File: src/hw/rtl/pds_pkg.sv
// Shared types, constants and helpers of the polyline distance sampler.
`timescale 1ns / 1ps
`default_nettype none
package pds_pkg;

    localparam int MAX_POINTS = 1024;
    localparam logic [16:0] FRAC_ONE = 17'd65536;

    typedef struct packed {
        logic signed [31:0] px;
        logic signed [31:0] py;
        logic signed [31:0] pz;
        logic signed [17:0] ux;
        logic signed [17:0] uy;
        logic signed [17:0] uz;
    } t_point;

    typedef enum logic [1:0] {
        OP_LOAD = 2'd0,
        OP_SEEK = 2'd1,
        OP_MOVE = 2'd2,
        OP_NONE = 2'd3
    } t_op;

    typedef enum logic [1:0] {
        AR_MUL,
        AR_SQRT,
        AR_DIV
    } t_arith_op;

    typedef struct packed {
        logic         go;
        t_arith_op    op;
        logic [67:0]  opa;
        logic [33:0]  opb;
    } t_arith_req;

    typedef struct packed {
        logic         done;
        logic [67:0]  result;
    } t_arith_rsp;

    // Component k of a point, sign extended to 33 bits (0..2 position, 3..5 up).
    function automatic logic signed [32:0] point_comp(input t_point p, input logic [2:0] k);
        logic signed [32:0] v;
        begin
            case (k)
                3'd0: v = {p.px[31], p.px};
                3'd1: v = {p.py[31], p.py};
                3'd2: v = {p.pz[31], p.pz};
                3'd3: v = {{15{p.ux[17]}}, p.ux};
                3'd4: v = {{15{p.uy[17]}}, p.uy};
                3'd5: v = {{15{p.uz[17]}}, p.uz};
                default: v = '0;
            endcase
            return v;
        end
    endfunction

endpackage
`default_nettype wire

File: src/hw/rtl/pds_arith.sv
// Shared bit-serial unit: multiply, integer square root and fraction divide.
`timescale 1ns / 1ps
`default_nettype none
module pds_arith
    import pds_pkg::*;
(
    input  wire logic       i_clk,
    input  wire logic       i_rst_n,
    input  wire t_arith_req i_req,
    output t_arith_rsp      o_rsp
);

    logic         r_busy;
    logic         r_done;
    t_arith_op    r_op;
    logic [5:0]   r_cnt;
    logic [67:0]  r_acc;
    logic [33:0]  r_m;
    logic [36:0]  r_rem;
    logic [33:0]  r_root;

    logic [34:0]  w_msum;
    logic [36:0]  w_srem;
    logic [36:0]  w_trial;
    logic [36:0]  w_drem;
    logic [5:0]   w_last;

    assign w_msum  = {1'b0, r_acc[67:34]} + (r_acc[0] ? {1'b0, r_m} : 35'd0);
    assign w_srem  = {r_rem[34:0], r_acc[67:66]};
    assign w_trial = {1'b0, r_root, 2'b01};
    // The first divide step produces the integer bit, so a numerator equal to the
    // divisor yields a full fraction of one.
    assign w_drem  = (r_cnt == 6'd0) ? r_rem : {r_rem[35:0], 1'b0};
    assign w_last  = (r_op == AR_DIV) ? 6'd16 : 6'd33;

    always_ff @(posedge i_clk) begin
        if (!i_rst_n) begin
            r_busy <= 1'b0;
            r_done <= 1'b0;
        end else begin
            r_done <= 1'b0;
            if (!r_busy) begin
                if (i_req.go) begin
                    r_busy <= 1'b1;
                    r_op   <= i_req.op;
                    r_cnt  <= '0;
                    r_root <= '0;
                    case (i_req.op)
                        AR_MUL: begin
                            r_acc <= {34'd0, i_req.opb};
                            r_m   <= i_req.opa[33:0];
                        end
                        AR_SQRT: begin
                            r_acc <= i_req.opa;
                            r_rem <= '0;
                            r_m   <= i_req.opb;
                        end
                        default: begin
                            r_rem <= {3'd0, i_req.opa[33:0]};
                            r_m   <= i_req.opb;
                        end
                    endcase
                end
            end else begin
                case (r_op)
                    AR_MUL: begin
                        r_acc <= {w_msum, r_acc[33:1]};
                    end
                    AR_SQRT: begin
                        r_acc <= {r_acc[65:0], 2'b00};
                        if (w_srem >= w_trial) begin
                            r_rem  <= w_srem - w_trial;
                            r_root <= {r_root[32:0], 1'b1};
                        end else begin
                            r_rem  <= w_srem;
                            r_root <= {r_root[32:0], 1'b0};
                        end
                    end
                    default: begin
                        if (w_drem >= {3'd0, r_m}) begin
                            r_rem  <= w_drem - {3'd0, r_m};
                            r_root <= {r_root[32:0], 1'b1};
                        end else begin
                            r_rem  <= w_drem;
                            r_root <= {r_root[32:0], 1'b0};
                        end
                    end
                endcase
                r_cnt <= r_cnt + 6'd1;
                if (r_cnt == w_last) begin
                    r_busy <= 1'b0;
                    r_done <= 1'b1;
                end
            end
        end
    end

    assign o_rsp.done   = r_done;
    assign o_rsp.result = (r_op == AR_MUL) ? r_acc : {34'd0, r_root};

endmodule
`default_nettype wire

File: config.mk
export PLATFORM = sky130hd
export DESIGN_NAME = pds_arith
export DESIGN_NICKNAME = d
export VERILOG_FILES = /design/src/hw/rtl/pds_pkg.sv /design/src/hw/rtl/pds_arith.sv
export SDC_FILE = /design/constraint.sdc
export NUM_CORES = 1
export LEC_CHECK = 0
export BUFFER_PORTS_ARGS = -buffer_cell sky130_fd_sc_hd__buf_2
export CAP_MARGIN = 20
export CORE_ASPECT_RATIO = 1.75
export CORE_MARGIN = 2
export CORE_UTILIZATION = 61
export DETAILED_ROUTE_END_ITERATION = 16
export PLACE_DENSITY = 0.83
export SYNTH_ARGS = -nofsm -noshare
export SYNTH_HDL_FRONTEND = slang
export SYNTH_SLANG_ARGS = --single-unit
File: constraint.sdc
create_clock -name i_clk -period 6.37 [get_ports i_clk]
set_clock_uncertainty 0.1 [all_clocks]
set_input_delay 0.9555 -clock i_clk [delete_from_list [all_inputs] [get_ports i_clk]]
set_output_delay 0.9555 -clock i_clk [all_outputs]
set_load 0.005 [all_outputs]
==> results.json, run 1 <==
{
  "critical_path_class": "reg2reg",
  "min_path_cells": 1,
  "cts.sinks": 183,
  "synth_top_family_by_area": "compound AO/OA/AOI/OAI gates",
  "io_pins": 176,
  "yosys-mux-area-fraction_pct": 4.23,
  "yosys.area_share.simple_pct": 18.8,
  "synth_edf_count": 181,
  "hold_path_class": "reg2reg",
  "core_area_sq_mm": 0.0258,
  "finalCritPeriodShare_pct": 85.9,
  "synth_cell_types": 82,
  "synth_fa_ha_area_share_pct": 8.58,
  "ir_drop_mv": 0.220,
  "cts_resized": 0,
  "multi_input_area_sq_mm": 0.00974,
  "hold_buffers": 0,
  "worstHoldStart": "r_root[29]$_SDFFCE_PN0P_",
  "ys_async_sr_fraction_pct": 0,
  "clkSlewWorstSetupHoldPaths_ps": 70,
  "synth_top_area_share_pct": 34.1,
  "critPathMaxFanout": 40,
  "die-height_microns": 218,
  "reg2reg_depth": 15,
  "tightest_slew_ps": 991,
  "dr.pass1.iters": 6,
  "synth_fp_nets": 2054,
  "power_density_mw_per_mm2": 234,
  "required_ps": 6490,
  "dp_hpwl_mm": 39.3,
  "syn_inst": 1839,
  "gp_congestion": 0.980,
  "worstPathArrival_ps": 5590,
  "num_antenna_cells": 0,
  "hold_viol": 0,
  "setup_viol": 0,
  "start_kind": "register",
  "cts_root_buf": "clkbuf_16",
  "synth_area_per_cell_sq_um": 8.66,
  "yosysMostFrequentCell": "nand2_1",
  "holdPathEnd": "r_root[30]$_SDFFCE_PN0P_",
  "initialDrtViolationCount": 1395,
  "drc": 0,
  "clockBufferDepth": 2,
  "drive_above_1_share_pct": 15.0,
  "die_area_sq_mm": 0.0275,
  "vias": 14900,
  "grt_overflow": 0,
  "grt_setup_unrepaired": "false",
  "track_usage_pct": 36.6,
  "grt_pass1_vias": 14600,
  "final_nets": 2166,
  "die_x_microns": 126,
  "io_buffers": 175,
  "report.final.slew_viol_count": 0,
  "r2r-end": "r_rem[33]$_DFFE_PP_",
  "yosysTopAreaCell": "edfxtp_1",
  "synth-compound-area-share_pct": 23.9,
  "vias_per_cell": 6.54,
  "h-tree-depth": 4,
  "cap_violations": 0,
  "yosys_warnings": 0,
  "r2r_start": "r_cnt[3]$_SDFFCE_PN0P_",
  "r2r_slack_ps": 900,
  "fmax_ghz": 0.183,
  "synth-main-ff-cell": "edfxtp_1",
  "synth_common_cells": "265 x nand2_1, 181 x edfxtp_1, 131 x o21ai_0, 126 x a21oi_1, 114 x and2_1",
  "outcome": "finished clean",
  "leakagePower_nw": 7.62,
  "cts_setup_buffers": 0,
  "slew_headroom_pct": 33.9,
  "ys_top_cells_by_area": "edfxtp_1 34%, ha_1 8.3%, nand2_1 6.2%",
  "cp-end-kind": "register",
  "synth_xor_area_share_pct": 5.22,
  "detail-route-antenna-nets": 0,
  "cts_tree": "yes",
  "start_util_pct": 61.8,
  "cts_buffers": 17,
  "post-route-util_pct": 68.1,
  "synth-seq-cells": 183,
  "drt_wl_total_mm": 51.1,
  "placementRows": 78,
  "wl_per_cell_microns": 22.4,
  "grt_pass1_wl_mm": 78.7,
  "seqCellArea_sq_mm": 0.00548,
  "grt_start_max_net_pins": 69,
  "areaGrowthSynthToFinish_pct": 10.2,
  "clk_latency_ps": 470,
  "tns_ps": 0,
  "antenna_found_initial": 0,
  "syn_area_sq_mm": 0.0159,
  "period_minus_slack_ps": 5470,
  "ys_seq_area_share_pct": 34.4,
  "fillers": 2167
}
area by class of cell:
| cell class | instances | area share (%) |
|---|---|---|
| Sequential cell | 183 | 31.2 |
| Tap cell | 320 | 2.28 |
| Multi-Input combinational cell | 1459 | 55.5 |
| Clock buffer | 19 | 2.52 |
| Timing Repair Buffer | 192 | 5.83 |
| Inverter | 98 | 2.10 |
| Clock inverter | 13 | 0.556 |
power breakdown:
group,internal (W),switching (W),total [W]
logic,0.000597,0.000928,0.00152
clock network,0.000514,0.000510,0.00102
registers,0.00146,0.0000957,0.00155
total,0.00257,0.00153,0.00410
routing by layer:
layer / share of wire (%) / vias up / global-route usage (%)
li1: - / 7000 / -
met1: 37 / 7069 / 43.6
met2: 50 / 724 / 64.4
met3: 7.3 / 154 / 5.18
met4: 5.1 / 0 / 18.0
met5: 0 / - / 0
cells in the final DEF, fill, tap and decap left out, drive strengths merged, types with 19 or more instances in the layout:
cell type,Yosys,routed
o211ai,19,19
o21ai,135,135
and2,114,114
mux2i,22,22
a22oi,93,93
nor2b,20,20
xnor2,46,46
nand3,38,38
a21o,51,51
ha,106,106
buf,21,192
nor2,79,79
mux2,40,40
nand4,19,19
edfxtp,181,181
xor2,49,49
a21oi,128,128
clkbuf,78,19
nand2,267,267
inv,98,102
nor3,23,23
logic make-up (layout without fill, tap and decap cells):
family | after synthesis | count (layout)
buffers and inverters | 197 | 322
DFF | 183 | 183
muxes | 62 | 62
adders and majority gates | 108 | 108
AOI/OAI and AO/OA | 574 | 574
and+or+nand+nor | 620 | 620
xor gates and xnor gates | 95 | 95
worst max-delay path, stage by stage (launching register included):
cell	delay (ps)
edfxtp_1	500
nor4_4	370
nand2_2	480
nand2_1	230
nand2_1	90
ha_1	510
nand4_1	210
nor4_1	490
nand4_1	160
nand3_1	130
nor2_1	60
o311ai_1	70
o21a_2	840
nor2_2	260
a221o_1	420
a221o_1	260
worst max path at each step:
stage | cells past startpoint | endpoint | from
final | 15 | r_rem[33]$_DFFE_PP_ | r_cnt[3]$_SDFFCE_PN0P_
after global routing | 15 | r_rem[33]$_DFFE_PP_ | r_cnt[3]$_SDFFCE_PN0P_
after CTS | 15 | r_rem[33]$_DFFE_PP_ | r_cnt[3]$_SDFFCE_PN0P_
after detailed placement | 15 | r_rem[33]$_DFFE_PP_ | r_cnt[3]$_SDFFCE_PN0P_
after global placement | 15 | r_rem[33]$_DFFE_PP_ | r_cnt[3]$_SDFFCE_PN0P_
after floorplan | 3 | r_rem[0]$_DFFE_PP_ | i_rst_n
flip-flops by register name (all words and copies together) (netlist names):
register and flops:
r_acc 68, r_rem 37, r_m 34, r_root 34, r_cnt 6, r_op 2, r_busy 1, r_done 1
per-stage QoR:
step           total power [W]  setup WS (ps)  hold WS (ps)  area [sq um]  std cells
2_1_floorplan          0.00262            808           425         15900       1839
3_3_place_gp           0.00303           1170           442         17000       2251
3_5_place_dp           0.00306           1060           448         17000       2251
4_1_cts                0.00407           1010           465         17500       2283
5_1_grt                0.00428            639           485         17600       2284
6_report               0.00410            901           465         17600       2284
Note: power is estimated with default switching activity, not from simulation.
==> run 2, diff against run 1 <==
Settings changed: BUFFER_PORTS_ARGS -buffer_cell sky130_fd_sc_hd__buf_2 to unset, CORE_UTILIZATION 61 to 66, DONT_BUFFER_PORTS set to 1, PLACE_DENSITY 0.83 to 0.82, SLEW_MARGIN set to 20.
==> run 2 against run 1 <==
  * Combinational power shrank 6%
  * Cell area shrank 5.1%
  * Power shrank 2.0%
  * Critical path type unchanged
  * Die area shrank 7.4%
  * Via count shrank 5.1%
  * Critical path depth is the same
  * Hold slack lost 5.2 ps
==> results.json, run 2 (synthesized netlist as in run 1, its figures left out) <==
{
  "worstPathArrival_ps": 5540,
  "dp.cells": 2063,
  "grt_setup_unrepaired": "false",
  "cp-end-kind": "register",
  "cts_setup_buffers": 0,
  "hold_path_class": "reg2reg",
  "drive_above_1_share_pct": 6.43,
  "drt_wl_total_mm": 48.5,
  "finalCritPeriodShare_pct": 85.2,
  "internal_power_w": 0.00256,
  "areaGrowthSynthToFinish_pct": 4.59,
  "cts_resized": 0,
  "p_switching_w": 0.00146,
  "track_usage_pct": 38.2,
  "clk_latency_ps": 460,
  "power_density_mw_per_mm2": 241,
  "hold_viol": 0,
  "reg_top3": "r_acc (68), r_rem (37)",
  "dp_hpwl_mm": 37.6,
  "grt_start_max_net_pins": 69,
  "gp_congestion": 0.989,
  "final_common_cell": "nand2_1",
  "grt_pass1_wl_mm": 75.0,
  "dr.pass1.iters": 9,
  "p_comb_share_pct": 35.6,
  "outcome": "finished clean",
  "num_antenna_cells": 0,
  "slew_headroom_pct": 22.0,
  "cts_tree": "yes",
  "largest_reg_flops": 68,
  "required_ps": 6490,
  "tns_ps": 0,
  "period_minus_slack_ps": 5430,
  "seqCellArea_sq_mm": 0.00548,
  "power_frac_seq_pct": 38.8,
  "io_pins": 176,
  "fmax_ghz": 0.184,
  "detail-route-antenna-nets": 0,
  "io_buffers": 0,
  "critPathMaxFanout": 40,
  "fillers": 1967,
  "cts_root_buf": "clkbuf_16",
  "final_nets": 1990,
  "cap_violations": 0,
  "grt_pass1_vias": 14000,
  "ir_drop_mv": 0.252,
  "core_area_sq_mm": 0.0238,
  "h-tree-depth": 4,
  "regMostFlops": "r_acc",
  "drc": 0,
  "vias_per_cell": 6.77,
  "initialDrtViolationCount": 1255,
  "clockBufferDepth": 2,
  "die_x_microns": 121,
  "multi_input_area_sq_mm": 0.00974,
  "setup_viol": 0,
  "swShare_pct": 36.4,
  "fin_cells": 2096,
  "critical_path_class": "reg2reg",
  "cts.sinks": 183,
  "antenna_found_initial": 0,
  "report.final.slew_viol_count": 0,
  "start_kind": "register",
  "leakagePower_nw": 6.86,
  "wl_per_cell_microns": 23.2,
  "die_area_sq_mm": 0.0254,
  "vias": 14200,
  "placementRows": 75,
  "start_util_pct": 66.8,
  "layout_common_cells": "265 x nand2_1, 181 x edfxtp_1, 131 x o21ai_0",
  "clkSlewWorstSetupHoldPaths_ps": 80,
  "hold_buffers": 0,
  "clkPwrFrac_pct": 25.7,
  "grt_overflow": 0,
  "cts_buffers": 17,
  "tightest_slew_ps": 1170,
  "die-height_microns": 209
}
==> run 2: cell types whose count changed in the layout (fill, tap and decap cells not counted), sizes merged <==
cell      delta
inv          +1
clkbuf       -1
buf        -176
clkinvlp     +1
bufinv       +1
clkinv       -2
==> run 2: final timing paths <==
kind                                 start  depth (start not counted)  slack [ps]                        to
setup / recovery    r_cnt[3]$_SDFFCE_PN0P_                         15         940       r_rem[33]$_DFFE_PP_
hold reg to reg   r_root[29]$_SDFFCE_PN0P_                          1         460  r_root[30]$_SDFFCE_PN0P_
hold / removal    r_root[29]$_SDFFCE_PN0P_                          1         460  r_root[30]$_SDFFCE_PN0P_
setup reg to reg    r_cnt[3]$_SDFFCE_PN0P_                         15         940       r_rem[33]$_DFFE_PP_
==> run 2: metrics by stage <==
step                      instance area, sq um  hold slack, ps  util (%)  total power (W)  setup slack, ps
final                                    16700             459      69.9          0.00402              945
after global routing                     16700             485      69.9          0.00420              770
after CTS                                16600             459      69.8          0.00399             1090
after detailed placement                 16100             442      67.5          0.00297             1110
after global placement                   16100             436      67.5          0.00294             1270
after floorplan                          15900             425         -          0.00262              808
==> run 2: cell type report <==
cell class	instances	share of cell area [%]
Clock buffer	18	2.58
Clock inverter	14	0.736
Inverter	98	2.21
Multi-Input combinational cell	1459	58.5
Sequential cell	183	32.9
Tap cell	308	2.31
Timing Repair Buffer	16	0.796
==> run 2: power by group through the flow <==
stage	registers (W)	logic, W	clock network (W)
global route	0.00157	0.00157	0.00107
CTS	0.00155	0.00140	0.00104
floorplan	0.00153	0.00109	0
global placement	0.00158	0.00136	0
finish	0.00156	0.00143	0.00103
detailed placement	0.00158	0.00139	0
==> run 2: layer usage <==
metal	share of wire (%)	global-route usage [%]	routed length (microns)
met2	49	64.7	23800
met1	37	46.8	18100
met5	0	0	0
met4	5.7	20.5	2780
met3	8.0	5.16	3880
==> run 2: critical path: stages, from the launching register on <==
cell and delay [ps]:
edfxtp_1 510, nor4_4 350, nand2_2 460, nand2_1 200, nand2_1 100, ha_1 530, nand4_1 210, nor4_1 540
nand4_1 160, nand3_1 130, nor2_1 60, o311ai_1 70, o21a_2 830, nor2_2 240, a221o_1 420, a221o_1 260
